===== src/hw/rtl/tde_pkg.sv =====
package tde_pkg;

    localparam int unsigned QUEUE_DEPTH = 4;
    localparam logic [31:0] MAX_SAMPLES_RESET = 32'hFFFF_FFFF;

    localparam logic [7:0] ESCAPE_BYTE = 8'h80;
    localparam int DELTA_LIMIT = 127;

    // word_kind codes on the result channel
    localparam logic [1:0] KIND_DELTA  = 2'd0;
    localparam logic [1:0] KIND_ESCAPE = 2'd1;
    localparam logic [1:0] KIND_RAW_LO = 2'd2;
    localparam logic [1:0] KIND_RAW_HI = 2'd3;

    // what the back end has to emit for one sample
    typedef enum logic [1:0] {
        CLS_DELTA  = 2'd0,
        CLS_ESCAPE = 2'd1,
        CLS_RAW    = 2'd2
    } cmd_class_t;

    typedef struct packed {
        cmd_class_t  cls;
        logic [23:0] deltas;   // z, y, x from high to low
        logic [47:0] sample;   // z, y, x from high to low
    } cmd_t;

    typedef struct packed {
        logic full;
        logic empty;
    } queue_stat_t;

endpackage


===== src/hw/rtl/tde_front.sv =====
module tde_front (
    input  logic                 aclk,
    input  logic                 aresetn,
    input  logic                 s_tvalid,
    output logic                 s_tready,
    input  logic [47:0]          s_tdata,
    input  logic [0:0]           s_tuser,
    input  logic [31:0]          max_samples,
    input  tde_pkg::queue_stat_t q_stat,
    output logic                 push,
    output tde_pkg::cmd_t        push_cmd
);

    logic [47:0] prev_reg, prev_next;
    logic [31:0] seen_reg, seen_next;
    logic        open_reg, open_next;

    logic               accept;
    logic               new_stream;
    logic               limit_hit;
    logic signed [16:0] dx, dy, dz;
    logic               in_rng;

    assign s_tready = !q_stat.full;
    assign accept   = s_tvalid && s_tready;

    assign new_stream = s_tuser[0] || !open_reg;
    assign limit_hit  = (seen_reg >= max_samples);
    assign push       = accept && (new_stream || !limit_hit);

    assign dx = $signed({1'b0, s_tdata[15:0]})  - $signed({1'b0, prev_reg[15:0]});
    assign dy = $signed({1'b0, s_tdata[31:16]}) - $signed({1'b0, prev_reg[31:16]});
    assign dz = $signed({1'b0, s_tdata[47:32]}) - $signed({1'b0, prev_reg[47:32]});

    // -128 is escaped too: 0x80 is reserved for the escape word
    assign in_rng = (dx >= -17'(tde_pkg::DELTA_LIMIT)) && (dx <= 17'(tde_pkg::DELTA_LIMIT))
                 && (dy >= -17'(tde_pkg::DELTA_LIMIT)) && (dy <= 17'(tde_pkg::DELTA_LIMIT))
                 && (dz >= -17'(tde_pkg::DELTA_LIMIT)) && (dz <= 17'(tde_pkg::DELTA_LIMIT));

    always_comb begin
        push_cmd.deltas = {dz[7:0], dy[7:0], dx[7:0]};
        push_cmd.sample = s_tdata;
        if (new_stream) begin
            push_cmd.cls = tde_pkg::CLS_RAW;
        end else if (in_rng) begin
            push_cmd.cls = tde_pkg::CLS_DELTA;
        end else begin
            push_cmd.cls = tde_pkg::CLS_ESCAPE;
        end
    end

    always_comb begin
        prev_next = prev_reg;
        seen_next = seen_reg;
        open_next = open_reg;
        if (push) begin
            prev_next = s_tdata;
            open_next = 1'b1;
            seen_next = new_stream ? 32'd1 : seen_reg + 32'd1;
        end
    end

    always_ff @(posedge aclk) begin
        if (!aresetn) begin
            prev_reg <= '0;
            seen_reg <= '0;
            open_reg <= 1'b0;
        end else begin
            prev_reg <= prev_next;
            seen_reg <= seen_next;
            open_reg <= open_next;
        end
    end

endmodule


===== src/hw/rtl/tde_queue.sv =====
module tde_queue #(
    parameter int unsigned DEPTH = tde_pkg::QUEUE_DEPTH
) (
    input  logic                 aclk,
    input  logic                 aresetn,
    input  logic                 push,
    input  tde_pkg::cmd_t        push_cmd,
    input  logic                 pop,
    output tde_pkg::cmd_t        head_cmd,
    output tde_pkg::queue_stat_t stat
);

    localparam int unsigned PTR_W = $clog2(DEPTH);
    localparam int unsigned CNT_W = $clog2(DEPTH + 1);

    tde_pkg::cmd_t mem [DEPTH];

    logic [PTR_W-1:0] wr_ptr_reg, wr_ptr_next;
    logic [PTR_W-1:0] rd_ptr_reg, rd_ptr_next;
    logic [CNT_W-1:0] count_reg, count_next;

    assign stat.full  = (count_reg == CNT_W'(DEPTH));
    assign stat.empty = (count_reg == '0);
    assign head_cmd   = mem[rd_ptr_reg];

    always_comb begin
        wr_ptr_next = wr_ptr_reg;
        rd_ptr_next = rd_ptr_reg;
        count_next  = count_reg;
        if (push) begin
            wr_ptr_next = (wr_ptr_reg == PTR_W'(DEPTH - 1)) ? '0 : wr_ptr_reg + 1'b1;
        end
        if (pop) begin
            rd_ptr_next = (rd_ptr_reg == PTR_W'(DEPTH - 1)) ? '0 : rd_ptr_reg + 1'b1;
        end
        if (push && !pop) begin
            count_next = count_reg + 1'b1;
        end else if (pop && !push) begin
            count_next = count_reg - 1'b1;
        end
    end

    always_ff @(posedge aclk) begin
        if (push) begin
            mem[wr_ptr_reg] <= push_cmd;
        end
    end

    always_ff @(posedge aclk) begin
        if (!aresetn) begin
            wr_ptr_reg <= '0;
            rd_ptr_reg <= '0;
            count_reg  <= '0;
        end else begin
            wr_ptr_reg <= wr_ptr_next;
            rd_ptr_reg <= rd_ptr_next;
            count_reg  <= count_next;
        end
    end

endmodule


===== src/hw/rtl/tde_back.sv =====
module tde_back (
    input  logic                 aclk,
    input  logic                 aresetn,
    input  tde_pkg::cmd_t        head_cmd,
    input  tde_pkg::queue_stat_t q_stat,
    output logic                 pop,
    output logic                 m_tvalid,
    input  logic                 m_tready,
    output logic [23:0]          m_tdata,
    output logic [1:0]           m_tuser,
    output logic                 m_tlast
);

    logic [1:0]  phase_reg, phase_next;
    logic        m_tvalid_reg, m_tvalid_next;
    logic [23:0] m_tdata_reg, m_tdata_next;
    logic [1:0]  m_tuser_reg, m_tuser_next;
    logic        m_tlast_reg, m_tlast_next;

    logic        load;
    logic [23:0] word_data;
    logic [1:0]  word_kind;
    logic        word_last;
    logic [23:0] raw_lo, raw_hi;

    assign raw_lo = {head_cmd.sample[23:16], head_cmd.sample[15:8], head_cmd.sample[7:0]};
    assign raw_hi = {head_cmd.sample[47:40], head_cmd.sample[39:32], head_cmd.sample[31:24]};

    always_comb begin
        word_data = raw_hi;
        word_kind = tde_pkg::KIND_RAW_HI;
        word_last = 1'b1;
        unique case (head_cmd.cls)
            tde_pkg::CLS_DELTA: begin
                word_data = head_cmd.deltas;
                word_kind = tde_pkg::KIND_DELTA;
            end
            tde_pkg::CLS_ESCAPE: begin
                if (phase_reg == 2'd0) begin
                    word_data = {3{tde_pkg::ESCAPE_BYTE}};
                    word_kind = tde_pkg::KIND_ESCAPE;
                    word_last = 1'b0;
                end else if (phase_reg == 2'd1) begin
                    word_data = raw_lo;
                    word_kind = tde_pkg::KIND_RAW_LO;
                    word_last = 1'b0;
                end
            end
            tde_pkg::CLS_RAW: begin
                if (phase_reg == 2'd0) begin
                    word_data = raw_lo;
                    word_kind = tde_pkg::KIND_RAW_LO;
                    word_last = 1'b0;
                end
            end
            default: begin
            end
        endcase
    end

    // output register frees whenever its word is taken
    assign load = (!m_tvalid_reg || m_tready) && !q_stat.empty;
    assign pop  = load && word_last;

    always_comb begin
        phase_next    = phase_reg;
        m_tvalid_next = m_tvalid_reg;
        m_tdata_next  = m_tdata_reg;
        m_tuser_next  = m_tuser_reg;
        m_tlast_next  = m_tlast_reg;
        if (m_tready) begin
            m_tvalid_next = 1'b0;
        end
        if (load) begin
            m_tvalid_next = 1'b1;
            m_tdata_next  = word_data;
            m_tuser_next  = word_kind;
            m_tlast_next  = word_last;
            phase_next    = word_last ? 2'd0 : phase_reg + 2'd1;
        end
    end

    always_ff @(posedge aclk) begin
        if (!aresetn) begin
            phase_reg    <= '0;
            m_tvalid_reg <= 1'b0;
        end else begin
            phase_reg    <= phase_next;
            m_tvalid_reg <= m_tvalid_next;
        end
        m_tdata_reg <= m_tdata_next;
        m_tuser_reg <= m_tuser_next;
        m_tlast_reg <= m_tlast_next;
    end

    assign m_tvalid = m_tvalid_reg;
    assign m_tdata  = m_tdata_reg;
    assign m_tuser  = m_tuser_reg;
    assign m_tlast  = m_tlast_reg;

endmodule


===== src/hw/rtl/triaxial_delta_encoder_unit.sv =====
// Channel   Dir  Ports                          Contents
// s_        in   tvalid/tready/tdata/tuser      one three-axis sample per transaction
// m_        out  tvalid/tready/tdata/tuser/tlast one 3-byte output word per transaction
// cfg_      in   we/wdata                       max_samples register write
//
// One sample is taken per cycle while the command queue has room. A delta sample gives
// one word, a first sample two, an escaped one three; the output register issues one
// word per cycle while m_ is not stalled, and the queue soaks up the multi-word bursts.
// A sample's first word goes into the command queue, then into the output register.
// Reset (aresetn low, synchronous) empties the queue, closes the stream, clears the
// count and sets max_samples to all ones. A stalled m_ side fills the queue and then
// drops s_tready; samples past the limit are consumed silently.
module triaxial_delta_encoder_unit #(
    parameter int unsigned QUEUE_DEPTH = tde_pkg::QUEUE_DEPTH
) (
    input  logic        aclk,
    input  logic        aresetn,
    // sample input
    input  logic        s_tvalid,
    output logic        s_tready,
    input  logic [47:0] s_tdata,   // sample_x[15:0], sample_y[31:16], sample_z[47:32]
    input  logic [0:0]  s_tuser,   // stream_start[0]
    // encoded word output
    output logic        m_tvalid,
    input  logic        m_tready,
    output logic [23:0] m_tdata,   // byte_a[7:0], byte_b[15:8], byte_c[23:16]
    output logic [1:0]  m_tuser,   // word_kind[1:0]
    output logic        m_tlast,   // run_last: last word of this sample
    // configuration
    input  logic        cfg_we,
    input  logic [31:0] cfg_wdata  // max_samples
);

    logic [31:0] max_samples_reg, max_samples_next;

    tde_pkg::queue_stat_t q_stat;
    tde_pkg::cmd_t        push_cmd;
    tde_pkg::cmd_t        head_cmd;
    logic                 push;
    logic                 pop;

    // config register; to be written only while the block is idle (not enforced here)
    assign max_samples_next = cfg_we ? cfg_wdata : max_samples_reg;

    always_ff @(posedge aclk) begin
        if (!aresetn) begin
            max_samples_reg <= tde_pkg::MAX_SAMPLES_RESET;
        end else begin
            max_samples_reg <= max_samples_next;
        end
    end

    // front: stream state, delta range check, classification
    tde_front u_front (
        .aclk        (aclk),
        .aresetn     (aresetn),
        .s_tvalid    (s_tvalid),
        .s_tready    (s_tready),
        .s_tdata     (s_tdata),
        .s_tuser     (s_tuser),
        .max_samples (max_samples_reg),
        .q_stat      (q_stat),
        .push        (push),
        .push_cmd    (push_cmd)
    );

    // command queue decouples sample intake from word issue
    tde_queue #(
        .DEPTH (QUEUE_DEPTH)
    ) u_queue (
        .aclk     (aclk),
        .aresetn  (aresetn),
        .push     (push),
        .push_cmd (push_cmd),
        .pop      (pop),
        .head_cmd (head_cmd),
        .stat     (q_stat)
    );

    // back: expands each command into its words
    tde_back u_back (
        .aclk     (aclk),
        .aresetn  (aresetn),
        .head_cmd (head_cmd),
        .q_stat   (q_stat),
        .pop      (pop),
        .m_tvalid (m_tvalid),
        .m_tready (m_tready),
        .m_tdata  (m_tdata),
        .m_tuser  (m_tuser),
        .m_tlast  (m_tlast)
    );

endmodule


===== config.mk =====
export PLATFORM = sky130hd
export DESIGN_NAME = triaxial_delta_encoder_unit
export DESIGN_NICKNAME = d
export VERILOG_FILES = /design/src/hw/rtl/tde_pkg.sv /design/src/hw/rtl/tde_front.sv /design/src/hw/rtl/tde_queue.sv /design/src/hw/rtl/tde_back.sv /design/src/hw/rtl/triaxial_delta_encoder_unit.sv
export SDC_FILE = /design/constraint.sdc
export NUM_CORES = 1
export LEC_CHECK = 0
export BUFFER_PORTS_ARGS = -buffer_cell sky130_fd_sc_hd__buf_4
export CAP_MARGIN = 20
export CORE_ASPECT_RATIO = 1.5
export CORE_MARGIN = 2
export CORE_UTILIZATION = 63
export CTS_CLUSTER_SIZE = 14
export DETAILED_ROUTE_END_ITERATION = 16
export PLACE_DENSITY_LB_ADDON = 0.3
export SLEW_MARGIN = 20
export SYNTH_ARGS = -nofsm -noshare
export SYNTH_HDL_FRONTEND = slang
export SYNTH_HIERARCHICAL = 1
export SYNTH_SLANG_ARGS = --single-unit

===== constraint.sdc =====
create_clock -name aclk -period 7.6 [get_ports aclk]
set_clock_uncertainty 0.1 [all_clocks]
set_input_delay 0.76 -clock aclk [delete_from_list [all_inputs] [get_ports aclk]]
set_output_delay 0.76 -clock aclk [all_outputs]
set_load 0.02 [all_outputs]

# Word level (Yosys, flattened, before mapping)
# Memories as Yosys holds them, arrays and structs flattened. A register that Yosys moved wholly into a read port is not among the register bits.
# Index checks and enable logic that the tools add are counted.
word_totals:
  reg_bits: 150
  ram_bits: 296
  input_bits: 86
  output_inout_bits: 29
  wordCells: 87
  memories: 1
memory_table:
  columns: ["memory", "words", "word_bits", "read_ports", "rd_ports_with_merged_regs", "wr", "line", "source"]
  rows:
  - ["u_queue.mem", 4, 74, 1, 1, 1, "tde_queue.sv:16", "tde_pkg::cmd_t mem [DEPTH];"]
op_classes:
  addsub: 9
  n_lt_le_gt_ge: 7
  eq_ne: 6
  mux: 26
  reduce_logical: 26
op_table:
  columns: ["operator", "count"]
  rows:
  - ["$mux W24", 3]
  - ["$pmux W24 S3", 1]
  - ["$ge A17 B8 Y1 const B", 3]
  - ["$le A17 B8 Y1 const B", 3]
  - ["$sub A16 B16 Y17", 3]
  - ["$add A32 B1 Y32 const B", 1]
  - ["$ge A32 B32 Y1", 1]
  - ["$mux W32", 1]
  - ["$mux W2", 7]
  - ["$logic_and A1 B1 Y1", 11]
  - ["$mux W1", 10]
  - ["$logic_not A1 Y1", 7]
  - ["$add A2 B1 Y2 const B", 3]
  - ["$eq A2 B2 Y1 const B", 3]
  - ["$mux W3", 2]
  - ["$pmux W2 S3", 1]
  - ["$eq A2 B1 Y1 const B", 2]
  - ["$logic_not A2 Y1", 2]
  - ["$reduce_bool A2 Y1", 2]
  - ["$add A3 B1 Y3 const B", 1]
  - ["$eq A3 B3 Y1 const B", 1]
  - ["$logic_not A3 Y1", 1]
  - ["$logic_or A1 B1 Y1", 3]
  - ["$sub A3 B1 Y3 const B", 1]
  - ["$pmux W1 S2", 1]

# Depth between registers and ports, before layout
depth:
  depth_word: 9
  mapped_depth: 19
  depth_no_buf: 17

# By module
# The synthesis kept the hierarchy.
modules_own_cells:
  columns: ["mod", "n_inst", "cells_each", "area_per_inst_um2", "seq_area_each_um2"]
  rows:
  - ["tde_queue", 1, 430, 11138.2, 9068.7]
  - ["tde_front", 1, 923, 7071.8, 1621.6]
  - ["tde_back", 1, 153, 1749.2, 870.8]
  - ["triaxial_delta_encoder_unit", 1, 103, 1148.6, 640.6]

# Least setup slack after synthesis
# Ideal clock, no wire load.
synth_path:
  kind: "register -> register"
  start: "register max_samples_reg[17]"
  end: "memory u_queue/mem[0][0] (netlist name) (enable)"
  setup_ns: 0.440
  t_arrival_ns: 4.121
  required_time_ns: 7.060
  slack_ns: 2.939
  stages_incl_launch_ff: 15
  path_buffers: 2
  synth_period_minus_slack_ns: 4.661
  cell_sequence: "dfxtp_1 inv_1 ha_1 a21o_1 a21o_1 a21oi_1 o21ai_1 a2111oi_0 o21a_1 o21ai_1 and2_1 buf_2 inv_2 buf_2 and2_1"
synth_between:
  elab_chain_len: 6
synth_rtl:
  columns: ["element", "line", "source"]
  rows:
  - ["from (decl)", "triaxial_delta_encoder_unit.sv:34", "logic [31:0] max_samples_reg, max_samples_next;"]
  - ["from (signal assigned)", "triaxial_delta_encoder_unit.sv:47", "max_samples_reg <= tde_pkg::MAX_SAMPLES_RESET;"]
  - ["from (signal assigned)", "triaxial_delta_encoder_unit.sv:49", "max_samples_reg <= max_samples_next;"]
  - ["$ge A32 B32 Y1", "tde_front.sv:28", "assign limit_hit = (seen_reg >= max_samples);"]
  - ["$logic_not A1 Y1", "tde_front.sv:29", "assign push = accept && (new_stream || !limit_hit);"]
  - ["$logic_or A1 B1 Y1", "tde_front.sv:29", null]
  - ["$logic_and A1 B1 Y1", "tde_front.sv:29", null]
  - ["via push", "triaxial_delta_encoder_unit.sv:39", "logic push;"]
  - ["$mux W1", "tde_queue.sv:44", "if (push) begin"]
  - ["$mux W1 (not written as such)", "tde_queue.sv:45", "mem[wr_ptr_reg] <= push_cmd;"]
  - ["to (decl)", "tde_queue.sv:16", null]
# The timed path passes the listed nets, and every way through them passes these cells.

# Final worst setup path
layout_path:
  start: "register u_front.seen_reg[17]"
  end: "register u_queue.count_reg[2]"
layout_between:
  elab_chain_len: 7
  elab_cells_between_ends: 9
  classes_between: "order compare (1); mux (1); reduce/logical (7)"
layout_rtl:
  columns: ["element", "line", "source"]
  rows:
  - ["from (decl)", "tde_front.sv:15", "logic [31:0] seen_reg, seen_next;"]
  - ["from (signal assigned)", "tde_front.sv:70", "seen_reg <= seen_next;"]
  - ["$ge A32 B32 Y1 *", "tde_front.sv:28", null]
  - ["$logic_not A1 Y1 *", "tde_front.sv:29", null]
  - ["$logic_or A1 B1 Y1 *", "tde_front.sv:29", null]
  - ["$logic_and A1 B1 Y1 *", "tde_front.sv:29", null]
  - ["via push", "triaxial_delta_encoder_unit.sv:39", null]
  - ["$logic_not A1 Y1", "tde_queue.sv:38", "end else if (pop && !push) begin"]
  - ["$logic_and A1 B1 Y1", "tde_queue.sv:38", null]
  - ["$reduce_bool A2 Y1 (no source line)", null, null]
  - ["to (signal assigned)", "tde_queue.sv:57", "count_reg <= count_next;"]
  - ["to (decl)", "tde_queue.sv:20", "logic [CNT_W-1:0] count_reg, count_next;"]
# The timed path passes the listed nets; every way through them passes the cells marked *.
# A chain may end at the register's enable or synchronous reset.

==> metrics.txt <==
fmax 191 MHz; Die Y 228 um; RePlAce Congestion 0.875; synth warn 6; status completed; die area around 35000 sq um; first-pass GRT wire length 73400 um; static leakage slightly below 9 nW; most frequent CP cell buf_4; worst hold start cfg_wdata[15]; placement-stage worst setup slack 2.41 ns; routing usage on met3 4.12%; Critical path origin u_front/seen_reg[17]$_SDFFE_PN0P_; Sequential Power Share 43.9%; simple-gate portion of the synthesized area between 8 and 9%; Post-DRT Antenna Nets 0; Final Hold Viols 0; largest net degree at the start of global routing 59; main combinational cell family by area after synthesis compound AO/OA/AOI/OAI gates; cell area after synthesis 21100 sq um; Clock power frac 26.7%; Pint about 0.0053 W; ys flop type edfxtp_1; Min-Delay Path Class in -> reg; r2r startpoint u_front/seen_reg[17]$_SDFFE_PN0P_; sequential-to-total area share from yosys stat 57.8%; first drt pass iteration count 5; Post-Syn Area per Cell 13.1 sq um; Tmin final 5.24 ns; post_cts resized 0; GR Layer Usage met2 49.8%; CTS sink count 448; Worst Path Arrival approximately 5.6 ns; First DRT Iteration DRCs 997; CP Launch Type flop; Setup TNS 0 ns; Inserted Diodes 0; Skew-Pair Late Insertion Delay between 0.5 and 0.6 ns; Final WS setup 2.36 ns; Setup CP Type reg -> reg; Synth top area share 46.0%; Rows 82; final hold slack 0.327 ns; async set-reset flop share out of synthesis 0%; P per Cell Area 333 nW/um^2; hold buffer count at cts 0; Via density 6.15; DR DRC count 0; Largest register FFs 296; Area Overhead vs Synth 10.2%; H-tree depth 2; max-cap viol count 0; Root Buffer clkbuf_16; dpl cell area around 22000 sq um; crit path capture type flop; Post-synth top cells 323 x edfxtp_1, 178 x nand2_1, 125 x dfxtp_1; post-route total power 0.00774 W; CP Data Required Time 7.96 ns; Worst VDD drop 0.232 mV; R2R setup slack 2.36 ns; post-CTS setup buffers 0; core area roughly 33000 sq um; Die Width about 150 um; Final setup viols 0; DP HPWL 32200 um; fill cell count 2232; total number of vias 13100; Net Sw Power roughly 0.0024 W; Post-Syn Nets 1794; Rel. slew slack 26.3%; Post-synth EDFFs roughly 320; Worst-path clk slew 0.06 ns; adder-cell area share of the yosys netlist 6.01%; worst setup path endpoint u_queue/count_reg[2]$_SDFFE_PN0P_; share of layout cells above drive strength 1 17.1%; Initial Utilization 63.5%; Crit-path slowest cell buf_4; synth top area cells edfxtp_1 46%, dfxtp_1 12%, mux4_2 7.9%, ha_1 5.6%, nand2_1 3.2%; Reg2Reg Depth 19; Post-Synth XOR/XNOR Area around 2.5%; Num CTS Buffers 42; combinational power share 29.4%; crit path cell chain ha_1 > a21o_1 > a21o_1 > a21oi_1 > o21ai_1 > a2111oi_0 > o21a_1 > o21ai_1 > buf_4 > and2_2 > buf_4 > inv_2 > buf_4 > ha_1 > inv_1 > fa_1 > xor2_1 > or3_1 > a21boi_0; #FFs+latches synth 448; Crit Path Max Fanout 52; CTS tree done; PortBufs 114; mux cell area share after synthesis about a tenth; WL/cell 22.2 um; GR Overflow Total 0; maximum root-to-sink buffer count 3; worst reg2reg endpoint u_queue/count_reg[2]$_SDFFE_PN0P_; RSZ-0062 raised after global routing no; vias in the first global route 13300; busiest grt layer met2; initial antenna violation count 0; cells after synthesis approximately 1600; post-synthesis compound-gate area fraction 9.76%; Yosys cell types 82; fin crit share 69.0%; switching share of power 31.2%; # IOs approximately 120; grt met1 use between 30% and 40%; Worst path max stage delay 0.48 ns; all-layer global routing usage between 20% and 30%; hold path depth 3; Net count, final roughly 1900; top-count cell post-synth edfxtp_1; Worst-Margin Slew 1.10 ns; Routed WL 47100 um; design area 23300 sq um; area leader, netlist edfxtp_1; Max Slew Vio Count 0
-- final cells by class --
type | instances | area, sq um | share of cell area, %
clock buffers | 56 | 1190 | 5.11
clock inverters | 19 | 170 | 0.732
inverters | 124 | 465 | 2.00
multi-input cells | 932 | 7730 | 33.3
flip-flops and latches | 448 | 12200 | 52.5
well taps | 420 | 526 | 2.26
repair buffers | 127 | 961 | 4.13
-- placed cells by master (no fill, tap or decap), drive strengths merged, types with 15 or more instances in the layout --
cell type,n
mux4,74
nand2b,17
o21ai,24
a21boi,51
edfxtp,323
a21o,31
ha,95
inv,124
mux2i,38
nand2,178
clkbuf,56
xor2,16
buf,127
a21oi,47
nand3,18
dfxtp,125
a211oi,19
nor2b,15
nor2,54
nor3,19
and2,24
xnor2,44
o211ai,20
-- logic make-up after synthesis --
family | count (synthesis)
DFF | 448
AOI/OAI and AO/OA | 279
adders and majority gates | 99
xor gates and xnor gates | 60
muxes | 112
and+or+nand+nor | 382
buffers and inverters | 229
-- critical path: cells and delay by family, from the launching register on --
| kind | cells | cell delay (ns) |
|---|---|---|
| AOI/OAI and AO/OA | 8 | 1.56 |
| xor gates and xnor gates | 1 | 0.16 |
| adders and majority gates | 3 | 0.92 |
| buffers and inverters | 5 | 1.48 |
| DFF | 1 | 0.41 |
| and+or+nand+nor | 2 | 0.49 |
-- worst min-delay path by stage --
stage,slack [ns],endpoint
2_1_floorplan,0.34,max_samples_reg[29]$_SDFFE_PN1P_
3_3_place_gp,0.35,u_front/prev_reg[23]$_SDFFE_PN0P_
3_5_place_dp,0.36,u_front/prev_reg[2]$_SDFFE_PN0P_
4_1_cts,0.31,max_samples_reg[15]$_SDFFE_PN1P_
5_1_grt,0.33,max_samples_reg[15]$_SDFFE_PN1P_
6_report,0.33,max_samples_reg[15]$_SDFFE_PN1P_
-- stage by stage --
stage	instances	utilization, %
2_1_floorplan	1609	-
3_3_place_gp	2050	65.8
3_5_place_dp	2050	65.8
4_1_cts	2125	69.9
5_1_grt	2126	69.9
6_report	2126	69.9
-- power groups by stage --
stage / combinational, W / clock [W] / sequential, W
after floorplan: 0.00153 / 0 / 0.00346
after global placement: 0.00218 / 0 / 0.00340
after detailed placement: 0.00224 / 0 / 0.00344
after CTS: 0.00227 / 0.00210 / 0.00340
after global routing: 0.00242 / 0.00218 / 0.00343
final: 0.00228 / 0.00207 / 0.00340
-- routing by layer --
metal  vias up  routed length (um)
li1       6025                   -
met2       536               25300
met5         -                   0
met4         0                2100
met3       112                3100
met1      6397               16600
Note: power is estimated with default switching activity, not from simulation.
